`src/sv/hsf_pkg.sv`:
```
`timescale 1ns / 1ps
// Shared types and constants for the HDLC zero-stuffing FM0 line encoder.
// No dependencies; imported by every module of the encoder.
package hsf_pkg;

	// Width of the byte field on the input stream.
	localparam int DATA_IN_W = 8;

	// Default number of data bits sent per accepted beat.
	localparam int BYTE_BITS_DEF = 8;

	// Width of the consecutive-ones counter and its saturation value.
	localparam int RUN_W = 3;
	localparam logic [RUN_W-1:0] RUN_MAX = 3'd7;

	// A one that brings the run to this count is followed by a stuffed zero.
	localparam logic [RUN_W-1:0] STUFF_RUN = 3'd5;

	// Most half cells delivered for one byte; further halves are dropped.
	localparam int MAX_HALVES = 20;
	localparam int HALF_CNT_W = $clog2(MAX_HALVES + 1);
	localparam logic [HALF_CNT_W-1:0] MAX_HALVES_C = HALF_CNT_W'(MAX_HALVES);

	// One half cell on its way from the serializer to the output register.
	typedef struct packed {
		logic level;
		logic stuffed;
		logic last;
	} half_t;

endpackage

```
`src/sv/hsf_serializer.sv`:
```
`timescale 1ns / 1ps
// Bit-serial FM0 core: shifts the byte out LSB first, tracks the ones run,
// inserts stuffed zero cells; one half-cell level per cycle unless stalled.
// Depends on hsf_pkg.
module hsf_serializer #(
	parameter int BYTE_BITS = hsf_pkg::BYTE_BITS_DEF
) (
	input  logic                            clk,
	input  logic                            arst_n,
	input  logic                            load,
	input  logic [hsf_pkg::DATA_IN_W-1:0]   data_byte,
	input  logic                            stuff_enable,
	output logic                            busy,
	input  logic                            out_ready,
	output logic                            half_valid,
	output hsf_pkg::half_t                  half
);
	import hsf_pkg::*;

	localparam int REM_W = $clog2(BYTE_BITS + 1);

	logic [BYTE_BITS-1:0]  data_q;
	logic [BYTE_BITS-1:0]  load_bits;
	logic [REM_W-1:0]      rem_q;
	logic [RUN_W-1:0]      run_q;
	logic [RUN_W-1:0]      run_inc;
	logic [HALF_CNT_W-1:0] halves_q;
	logic                  line_q;
	logic                  phase_q;
	logic                  stuff_cell_q;
	logic                  stuff_en_q;
	logic                  busy_q;
	logic                  cur_one;
	logic                  lvl_next;
	logic                  go_stuff;
	logic                  final_half;
	logic                  step;

	// Byte bits beyond the input field read as zero.
	for (genvar i = 0; i < BYTE_BITS; i++) begin : g_load
		if (i < DATA_IN_W) begin : g_data
			assign load_bits[i] = data_byte[i];
		end else begin : g_zero
			assign load_bits[i] = 1'b0;
		end
	end

	// Level of the current half cell and the stuffing decision for this bit.
	always_comb begin
		cur_one    = !stuff_cell_q && data_q[0];
		lvl_next   = (phase_q && cur_one) ? line_q : ~line_q;
		run_inc    = (run_q < RUN_MAX) ? run_q + RUN_W'(1) : run_q;
		go_stuff   = !stuff_cell_q && data_q[0] && stuff_en_q && (run_inc >= STUFF_RUN);
		final_half = phase_q && (stuff_cell_q ? (rem_q == REM_W'(0))
		                                      : ((rem_q == REM_W'(1)) && !go_stuff));
		step       = busy_q && out_ready;
	end

	// Half cell offered to the output register; overflow halves are dropped.
	always_comb begin
		half_valid   = step && (halves_q < MAX_HALVES_C);
		half.level   = lvl_next;
		half.stuffed = stuff_cell_q;
		half.last    = final_half || (halves_q == MAX_HALVES_C - HALF_CNT_W'(1));
	end

	assign busy = busy_q;

	// Control state: line level and ones run persist across bytes.
	always_ff @(posedge clk or negedge arst_n) begin
		if (!arst_n) begin
			line_q       <= 1'b1;
			run_q        <= '0;
			phase_q      <= 1'b0;
			stuff_cell_q <= 1'b0;
			stuff_en_q   <= 1'b0;
			busy_q       <= 1'b0;
			rem_q        <= '0;
			halves_q     <= '0;
		end else if (load) begin
			phase_q      <= 1'b0;
			stuff_cell_q <= 1'b0;
			stuff_en_q   <= stuff_enable;
			busy_q       <= 1'b1;
			rem_q        <= REM_W'(BYTE_BITS);
			halves_q     <= '0;
		end else if (step) begin
			line_q  <= lvl_next;
			phase_q <= ~phase_q;
			if (halves_q < MAX_HALVES_C) begin
				halves_q <= halves_q + HALF_CNT_W'(1);
			end
			if (phase_q) begin
				if (stuff_cell_q) begin
					stuff_cell_q <= 1'b0;
				end else begin
					rem_q        <= rem_q - REM_W'(1);
					stuff_cell_q <= go_stuff;
					if (!data_q[0] || go_stuff) begin
						run_q <= '0;
					end else begin
						run_q <= run_inc;
					end
				end
			end
			if (final_half) begin
				busy_q <= 1'b0;
			end
		end
	end

	// Data shift register; advances after the second half of each data cell.
	always_ff @(posedge clk) begin
		if (load) begin
			data_q <= load_bits;
		end else if (step && phase_q && !stuff_cell_q) begin
			data_q <= data_q >> 1;
		end
	end

endmodule

```
`src/sv/hsf_out_reg.sv`:
```
`timescale 1ns / 1ps
// Output register that holds one half-cell beat until the sink takes it.
// Depends on hsf_pkg.
module hsf_out_reg (
	input  logic           clk,
	input  logic           arst_n,
	input  logic           in_valid,
	input  hsf_pkg::half_t in_half,
	output logic           can_take,
	output logic           out_valid,
	input  logic           out_ready,
	output hsf_pkg::half_t out_half
);
	import hsf_pkg::*;

	logic  valid_q;
	half_t half_q;

	// Room for a new beat when empty or when the held beat leaves now.
	assign can_take  = !valid_q || out_ready;
	assign out_valid = valid_q;
	assign out_half  = half_q;

	always_ff @(posedge clk or negedge arst_n) begin
		if (!arst_n) begin
			valid_q <= 1'b0;
		end else if (can_take) begin
			valid_q <= in_valid;
		end
	end

	always_ff @(posedge clk) begin
		if (can_take && in_valid) begin
			half_q <= in_half;
		end
	end

endmodule

```
`src/sv/hdlc_stuff_fm0_encoder_top.sv`:
```
`timescale 1ns / 1ps
// HDLC zero-stuffing FM0 encoder, top level. Depends on hsf_pkg, hsf_serializer, hsf_out_reg.
// Path: a byte beat loads the serializer; each half cell is then held in the output register.
// Throughput: one half cell per cycle while the sink keeps up; a byte gives 2 * (BYTE_BITS +
// stuffed cells) half cells, at most MAX_HALVES; the next byte waits for an idle serializer.
// Reset: asynchronous, active low; the line level starts high and the ones run at zero.
module hdlc_stuff_fm0_encoder_top #(
	parameter int BYTE_BITS = hsf_pkg::BYTE_BITS_DEF
) (
	input  logic       clk,
	input  logic       arst_n,
	input  logic       s_axis_tvalid,
	output logic       s_axis_tready,
	input  logic [7:0] s_axis_tdata,   // [7:0] data_byte
	input  logic [0:0] s_axis_tuser,   // [0] stuff_enable
	output logic       m_axis_tvalid,
	input  logic       m_axis_tready,
	output logic [7:0] m_axis_tdata,   // [0] half_level, [7:1] zero
	output logic [0:0] m_axis_tuser,   // [0] stuffed_cell
	output logic       m_axis_tlast    // last half cell of the byte
);
	import hsf_pkg::*;

	logic  busy;
	logic  load;
	logic  can_take;
	logic  half_valid;
	half_t half;
	half_t out_half;

	// A new byte is taken only while the serializer is idle.
	assign s_axis_tready = !busy;
	assign load          = s_axis_tvalid && !busy;

	hsf_serializer #(
		.BYTE_BITS(BYTE_BITS)
	) u_ser (
		.clk         (clk),
		.arst_n      (arst_n),
		.load        (load),
		.data_byte   (s_axis_tdata[DATA_IN_W-1:0]),
		.stuff_enable(s_axis_tuser[0]),
		.busy        (busy),
		.out_ready   (can_take),
		.half_valid  (half_valid),
		.half        (half)
	);

	hsf_out_reg u_out (
		.clk      (clk),
		.arst_n   (arst_n),
		.in_valid (half_valid),
		.in_half  (half),
		.can_take (can_take),
		.out_valid(m_axis_tvalid),
		.out_ready(m_axis_tready),
		.out_half (out_half)
	);

	// Pack the held beat onto the master side.
	assign m_axis_tdata = {7'd0, out_half.level};
	assign m_axis_tuser = out_half.stuffed;
	assign m_axis_tlast = out_half.last;

endmodule

```
`config.mk`:
```
export PLATFORM = sky130hd
export DESIGN_NAME = hdlc_stuff_fm0_encoder_top
export DESIGN_NICKNAME = d
export VERILOG_FILES = /design/src/sv/hsf_pkg.sv /design/src/sv/hsf_serializer.sv /design/src/sv/hsf_out_reg.sv /design/src/sv/hdlc_stuff_fm0_encoder_top.sv
export SDC_FILE = /design/constraint.sdc
export NUM_CORES = 1
export LEC_CHECK = 0
export BUFFER_PORTS_ARGS = -buffer_cell sky130_fd_sc_hd__buf_2
export CAP_MARGIN = 5
export CORE_MARGIN = 4
export CORE_UTILIZATION = 30
export DETAILED_ROUTE_END_ITERATION = 7
export MAX_ROUTING_LAYER = met4
export PLACE_DENSITY = 0.46
export SKIP_LAST_GASP = 1
export SLEW_MARGIN = 40
export SYNTH_ARGS = -nofsm -noshare
export SYNTH_HDL_FRONTEND = slang
export SYNTH_SLANG_ARGS = --single-unit
export TNS_END_PERCENT = 100
```
`constraint.sdc`:
```
create_clock -name clk -period 2.81 [get_ports clk]
set_clock_uncertainty 0.15 [all_clocks]
set_input_delay 0.281 -clock clk [delete_from_list [all_inputs] [get_ports clk]]
set_output_delay 0.281 -clock clk [all_outputs]
set_load 0.01 [all_outputs]
```
==> summary by stage, run 1 <==
Power
Power spread over the standard cell area amounts to 1065 nW/um2. Summed over all cells, the static leakage comes to around 0.75 nW. IR analysis of the VDD net gives a maximum drop of between 0.0003 and 0.0004 V.

Final layout
The fraction of final layout cells sized beyond drive strength 1 is 0.1462. From synthesis to final layout, the design area changed by 14.95%. 0 antenna diodes ended up in the layout. After routing the design area is 1674 um2. The net count of the finished layout is 188.

Route
In this run the remaining antenna-violating nets after routing total 0. In this run, the number of DRC markers left after iteration 0 of detailed routing was 93. The number of vias after detailed routing is around 1100.

The total wirelength of the detailed-routed design is 2828 um. After detailed routing, the number of vias per cell comes to around 4.5. After detailed routing, the number of remaining DRC violations is 0.

The first TritonRoute pass finished after 4 iterations. Dividing the detail-routed wire length by the instance count gives between 10 and 15 um.

Global routing
The total congestion overflow after global routing is 0. The number of antenna violations at the first check in global routing is 0. Across every metal layer, demand over resource in global routing totals 0.1092. The number of global-route vias before repair is 1065. The largest net degree at the start of global routing is 19. The first global-routing pass estimated 4912 um of wire.

Timing
The max-slew violation count is 0. The number of hold violations in the final report is 0. The final sum of negative setup slack is 0 ns. The routed design could run at a clock period as short as approximately 1.9 ns. Setup repair after global routing left no endpoint under its margin. Setup violations remaining at the end of the flow were counted as 0.

The post-route clock period utilization is 0.6584. The worst setup slack after layout is 0.9600 ns. For this run, the top clock speed supported by timing is 540.5 MHz.

Placement
The worst slack at placement is 0.9897 ns. The final weighted congestion in routability-driven placement is 0.8717. The half-perimeter wire length after placement is about 2000 um. The post-detailed-placement cell area is 1584 um2.

The number of port buffers is 17.

Floorplanning
The floorplan step set the die width to roughly 78 um. The floorplan step defined a die boundary enclosing between 6000 and 7000 um2. The initialized floorplan defines 25 standard-cell rows. The core region is ~4700 um2. The effective utilization at floorplan is 0.3083. The number of top-level pins is 25. The die is slightly below 80 um tall.

CTS
No sink is reached through more buffers than the 2 on the longest clock path. The tree is rooted in a clkbuf_8. The deepest level of the CTS H-tree is 2. The number of setup buffers added after CTS is 0. Clock latency on the worst-skew pair, taken at its later pin, is 0.28 ns. TritonCTS built the clock tree. After clock tree synthesis, the clock-pin slew on the worst setup and hold paths is 0.06 ns.

The number of CTS-inserted buffers is 5. Once the clock tree was built, the resizer swapped 0 gates to a different size. Counting every sink on the clock net gives 29.

Worst setup path
The number of cells on the worst reg-to-reg path is 6. At the worst endpoint, the required time is 2.87 ns. In this run the critical register-to-register path is launched from u_ser.run_q[0]$_DFFE_PN0P_. The endpoint identified for the worst register-to-register timing path is u_ser.run_q[1]$_DFFE_PN0P_. For flop-to-flop paths, the worst setup slack is around 0.96 ns. Data on the critical path arrives at its endpoint at 1.91 ns. STA classifies the critical path endpoint as a flip-flop. The critical path is of the reg2reg type. STA classifies the critical path startpoint as a flip-flop. The largest fanout of any net on the critical path is 6.

Outcome
The flow ran to the end, and the final reports show no timing, DRC or antenna violations.

Min path
The path class of the tightest hold or removal check is in2reg. The worst hold path passes through 3 cells. The worst hold path begins at s_axis_tuser.

The endpoint of the worst hold path is u_ser.stuff_en_q$_DFFE_PN0P_.

Synth
The post-synthesis cell type count is 34. The Yosys step of the flow raised 0 warnings. In this run, synthesis inferred 11 flip-flops with an integrated enable. The post-synthesis cell area is 1456 um2. The average instance in the mapped netlist occupies 9.709 um2.

Counting flops and latches in the post-synthesis netlist gives 29. Of the synthesized area, sequential elements account for 0.5369. The synthesized instance count is 150. For this run, asynchronously set or reset flops after synthesis account for 0.6207. The most frequently used flop master after synthesis is dfrtp_1.

Run
The number of max-cap violations is 0.
-- sequential cells by signal, indices dropped and copies added (netlist names) --
signal	count
u_out.out_half	3
u_out.out_valid	1
u_ser.busy	1
u_ser.data_q	8
u_ser.halves_q	5
u_ser.line_q	1
u_ser.phase_q	1
u_ser.rem_q	4
u_ser.run_q	3
u_ser.stuff_cell_q	1
u_ser.stuff_en_q	1
-- per-stage QoR --
step                power, W  cells  hold slack [ns]    util
floorplan           0.001293    156          -0.1646       -
global placement    0.001449    229          0.09209  0.3354
detailed placement  0.001473    229          0.09299  0.3354
CTS                 0.001808    238          0.03718  0.3544
global route        0.001946    238          0.04585  0.3544
finish              0.001783    238          0.04134  0.3544
-- area by class of cell --
| class | count | area, um2 |
|---|---|---|
| Clock buffer | 8 | 80.08 |
| Fill cell | 483 | 3049 |
| Inverter | 8 | 30.03 |
| Multi-Input combinational cell | 106 | 588.1 |
| Sequential cell | 29 | 782.0 |
| Tap cell | 67 | 83.83 |
| Timing Repair Buffer | 20 | 110.1 |
-- Yosys cell counts (3+ instances only) --
cell / number / area, um2
buf_4: 7 / 52.55
clkbuf_1: 3 / 11.26
xnor2_1: 3 / 26.28
o21ai_0: 5 / 25.02
dfrtp_1: 17 / 425.4
ha_1: 5 / 62.56
a21oi_1: 3 / 15.01
nand2_1: 35 / 131.4
o22ai_1: 3 / 18.77
inv_1: 8 / 30.03
buf_2: 3 / 15.01
xor2_1: 4 / 35.03
nand3_1: 9 / 45.04
nor2_1: 9 / 33.78
edfxtp_1: 11 / 330.3
-- how the worst max path moves through the flow --
stage                                 end                  startpoint  depth (start not counted)  slack, ns
6_report       u_ser.run_q[1]$_DFFE_PN0P_  u_ser.run_q[0]$_DFFE_PN0P_                          6       0.96
5_1_grt        u_ser.run_q[0]$_DFFE_PN0P_  u_ser.run_q[0]$_DFFE_PN0P_                          6       0.78
3_5_place_dp   u_ser.run_q[2]$_DFFE_PN0P_  u_ser.run_q[0]$_DFFE_PN0P_                          6       0.99
4_1_cts         u_ser.data_q[1]$_DFFE_PP_      u_ser.busy$_DFFE_PN0P_                          3       0.98
2_1_floorplan  u_ser.run_q[2]$_DFFE_PN0P_  u_ser.run_q[0]$_DFFE_PN0P_                          6       1.13
3_3_place_gp    u_ser.data_q[6]$_DFFE_PP_      u_ser.busy$_DFFE_PN0P_                          3       1.01
-- report_power, final --
part	internal [W]	leakage [nW]	switching, W
Combinational	0.000261	0.384	0.000374
Clock	0.000175	0.0395	0.000146
Sequential	0.000690	0.323	0.000138
Total	0.00113	0.747	0.000658
-- metal layers --
metal,global-route usage,part of all wire
met4,0.06228,0.024
met1,0.1246,0.43
met5,-,0
met3,0.03712,0.061
met2,0.1670,0.48
-- cells by family (layout without fill, tap and decap cells) --
kind of cell,after synthesis,after routing,synth area share
and+or+nand+nor,65,65,0.1985
DFF,29,29,0.5369
buffers and inverters,21,36,0.07474
AOI/OAI and AO/OA,20,20,0.08849
xor gates and xnor gates,7,7,0.04210
adders and majority gates,5,5,0.04296
muxes,2,2,0.01375
other,1,7,0.002575
-- repair_timing --
item,4_1_cts,5_1_grt
hold buffers,1,0
hold endpoints to repair,17,0
setup endpoints to repair,0,0
-- cells in the final DEF, fill, tap and decap left out, types with 2 or more instances in the layout --
| cell type | count |
|---|---|
| dfrtp_1 | 17 |
| conb_1 | 7 |
| or3b_1 | 2 |
| inv_1 | 8 |
| clkbuf_1 | 3 |
| nand3_1 | 9 |
| o22ai_1 | 3 |
| o211ai_1 | 2 |
| nand4_1 | 2 |
| buf_2 | 17 |
| clkbuf_8 | 5 |
| ha_1 | 5 |
| buf_4 | 2 |
| nor4_1 | 2 |
| o21ai_0 | 5 |
| xnor2_1 | 3 |
| or3_1 | 2 |
| xor2_1 | 4 |
| a21oi_1 | 3 |
| edfxtp_1 | 11 |
| nor2_1 | 9 |
| mux2i_1 | 2 |
| nand2_1 | 35 |
-- worst max-delay path, stage by stage (launching register included) --
cell	delay, ns
dfrtp_1	0.42
inv_1	0.09
ha_1	0.32
o21ai_0	0.16
o22ai_1	0.13
nor3_1	0.32
a221o_1	0.20
Note: power is estimated with default switching activity, not from simulation.
==> run 2, diff against run 1 <==
--- a/config.mk
+++ b/config.mk
@@ -11,7 +11,7 @@
 export CORE_UTILIZATION = 30
 export DETAILED_ROUTE_END_ITERATION = 7
 export MAX_ROUTING_LAYER = met4
-export PLACE_DENSITY = 0.46
+export PLACE_DENSITY = 0.48
 export SKIP_LAST_GASP = 1
 export SLEW_MARGIN = 40
 export SYNTH_ARGS = -nofsm -noshare
==> constraint.sdc (replaced) <==
create_clock -name clk -period 1.6 [get_ports clk]
set_clock_uncertainty 0.15 [all_clocks]
set_input_delay 0.16 -clock clk [delete_from_list [all_inputs] [get_ports clk]]
set_output_delay 0.16 -clock clk [all_outputs]
set_load 0.01 [all_outputs]
==> run 2 against run 1 <==
  * The flow now finishes with violations (negative setup slack)
  * Utilization rose by 6.7 points
  * Setup slack got worse by 1.0 ns
  * Critical path type unchanged
  * First-iteration DRC count rose by 37%
==> summary by stage, run 2 (synthesis results as in run 1) <==
Outcome
The final reports fail on negative setup slack. The run finished, with violations left.

Timing
Once routing completed, OpenROAD measured the worst setup slack at -0.04094 ns. The post-route clock period utilization is 1.026. The max-slew violation count was 0. Setup repair after global routing could not meet its margin everywhere. Setup violations remaining at the end of the flow were counted as 4.

Final hold analysis gives a worst-case slack of between 0.1 and 0.15 ns. Subtracting the final worst setup slack from the clock period gives around 1.6 ns. The final sum of negative setup slack is -0.1015 ns. For this run, the top clock speed supported by timing is 609.4 MHz. The number of hold violations in the final report is 0.

Final layout
The flip-flop count of the largest register after layout is 8. The library cell used most frequently in the layout, excluding fill and tap cells, is nand2_1. After filler insertion, the fill cell instance count of the layout stands at 452. At the end of the flow, the number of nets in the layout was 216. Relative to the synthesized area, the layout overhead comes to 36.68%. The largest registers in the layout are u_ser.data_q x8, u_ser.halves_q x5, u_ser.rem_q x4.

The fraction of final layout cells sized beyond drive strength 1 is 0.2915. Once layout is complete, the utilization of the core stands at 0.4215. The number of antenna cells inserted is 0. In the layout the commonest cells are nand2_1, buf_4, buf_2, dfrtp_1, edfxtp_1. The register containing the most flip-flops in the final layout is u_ser.data_q.

Min path
The min-delay analysis places its worst path in the category in2reg. The endpoint of the worst hold path is u_ser.busy$_DFFE_PN0P_. The worst hold path passes through 3 cells. The startpoint identified for the worst hold timing path is s_axis_tvalid.

Route
After detailed routing, the number of remaining DRC violations is 0. The first TritonRoute pass finished after 4 iterations. Dividing the detail-routed wire length by the instance count gives around 12 um. The met3 wirelength from detailed routing is a little under 200 um.

The detailed router used layers up to and including met4. The final layout contains routed wiring with a total length of ~3200 um. After detailed routing, the met2 layer carries 1479 um of wire. For this block, the initial DRC count from the detailed router was 127. The detailed router placed 1185 vias in this run. The residual antenna-violating net count after detailed routing is 0. The detailed-route vias per instance is 4.455. For this block, wires on met1 add up to 1471 um.

Worst setup path
The largest fanout of any net on the critical path is 2. The worst register-to-register path begins at u_ser.rem_q[2]$_DFFE_PN0P_. The worst register-to-register path has a setup slack of -0.04 ns. The endpoint identified for the worst register-to-register timing path is u_ser.busy$_DFFE_PN0P_. The kind of capture point of the worst setup path is a flip-flop. Counting cells, the worst reg-to-reg path comes to 4. The setup path with the least slack is of type reg2reg.

Data on the critical path arrives at its endpoint at about 1.7 ns. For the worst setup path, the data required time is around 1.6 ns. The kind of launch point of the worst setup path is a flip-flop.

Floorplanning
The effective utilization at floorplan is 0.3083. In this run the horizontal extent of the chip is between 70 and 80 um. The number of top-level pins is 25. The site row count is 25. The floorplan step defined a die boundary enclosing 6033 um2. The total area inside the core boundary comes to 4723 um2. The floorplan step set the die height to 77.68 um.

Power
The static leakage is 0.8948 nW. The design draws 0.003743 W. The maximum vdd drop is 0.0007183 V. In this run the power density over the cells is ~1900 nW/um2.

Global routing
The total congestion overflow after global routing is 0. The number of global-route vias before repair is 1181. The number of antenna violations at the first check in global routing is 0. Entering global routing, the biggest net connects 19 pins. Across every metal layer, demand over resource in global routing totals 0.1218. The first global-routing pass estimated roughly 5500 um of wire.

CTS
The number of clock buffers added by TritonCTS is 5. The H-tree was split into 2 levels. The source-to-sink clock delay at the later pin of the worst-skew pair is 0.28 ns. The maximum clock path buffer count is 2.

The clock sink count is 29. The root buffer cell is clkbuf_8. Clock-pin slew was measured on the worst setup and hold paths at 0.07 ns.

The clock tree from TritonCTS is done.

Run
The number of max-cap violations is 0.

Placement
The final weighted congestion in routability-driven placement is roughly 0.74. The half-perimeter wire length after placement is approximately 2200 um. In this run the tool buffered the top-level ports with 17 buffer cells. Before CTS, the worst setup slack after placement is -0.1160 ns.
==> run 2: cell count changes in the layout (fill, tap and decap cells not counted), moves of 2 or more <==
cell,previous run,this run
buf_4,2,21
dlygate4sd3_1,1,10
clkbuf_1,3,1
ha_1,5,3
inv_1,8,6
inv_2,0,2
o22ai_1,3,1
o22ai_2,0,2
or3b_1,2,0
or3b_4,0,2
==> run 2: worst max path at each step <==
stage                                     from                          end  slack (ns)  cells after the start
finish              u_ser.rem_q[2]$_DFFE_PN0P_       u_ser.busy$_DFFE_PN0P_       -0.04                      4
global route        u_ser.run_q[1]$_DFFE_PN0P_   u_ser.run_q[1]$_DFFE_PN0P_       -0.12                      6
CTS                 u_ser.rem_q[2]$_DFFE_PN0P_       u_ser.busy$_DFFE_PN0P_       -0.01                      4
detailed placement  u_ser.run_q[0]$_DFFE_PN0P_  u_out.out_half[0]$_DFFE_PP_       -0.12                      6
global placement    u_ser.run_q[1]$_DFFE_PN0P_   u_ser.run_q[2]$_DFFE_PN0P_       -0.02                      6
floorplan           u_ser.run_q[0]$_DFFE_PN0P_   u_ser.run_q[2]$_DFFE_PN0P_       -0.01                      6
==> run 2: worst max-delay path: stages, from the launching register on <==
cell,delay (ns)
dfrtp_1,0.38
or3b_4,0.40
or3b_4,0.39
o22ai_2,0.13
a21oi_1,0.07
==> run 2: layout make-up <==
cell class	count	area, um2	area share
Clock buffer	6	72.57	0.03646
Clock inverter	2	33.78	0.01697
Inverter	8	30.03	0.01508
Multi-Input combinational cell	106	645.6	0.3243
Sequential cell	29	782.0	0.3928
Tap cell	67	83.83	0.04211
Timing Repair Buffer	48	342.8	0.1722
==> run 2: what timing repair did <==
item / CTS / global route
buffers inserted: 2 / 2
setup endpoints to repair: 5 / 7
hold buffers: 10 / 0
endpoints found under the hold margin: 27 / 0
resized for setup: 7 / 5
pin swaps: 2 / 2
==> run 2: per-stage QoR <==
stage	std cells	instance area, um2
3_5_place_dp	244	1699
5_1_grt	266	1991
3_3_place_gp	244	1699
2_1_floorplan	156	1481
6_report	266	1991
4_1_cts	264	1953
==> run 2: routing by layer <==
metal  vias to the layer above  GRT usage
li1                        590          -
met3                         7    0.03596
met1                       543     0.1546
met5                         -          -
met4                         0    0.06406
met2                        45     0.1747
==> run 2: power breakdown <==
part	internal [W]	total (W)	switching, W
sequential	0.00121	0.00142	0.000211
clock	0.000459	0.000736	0.000277
combinational	0.000765	0.00159	0.000821
total	0.00243	0.00374	0.00131
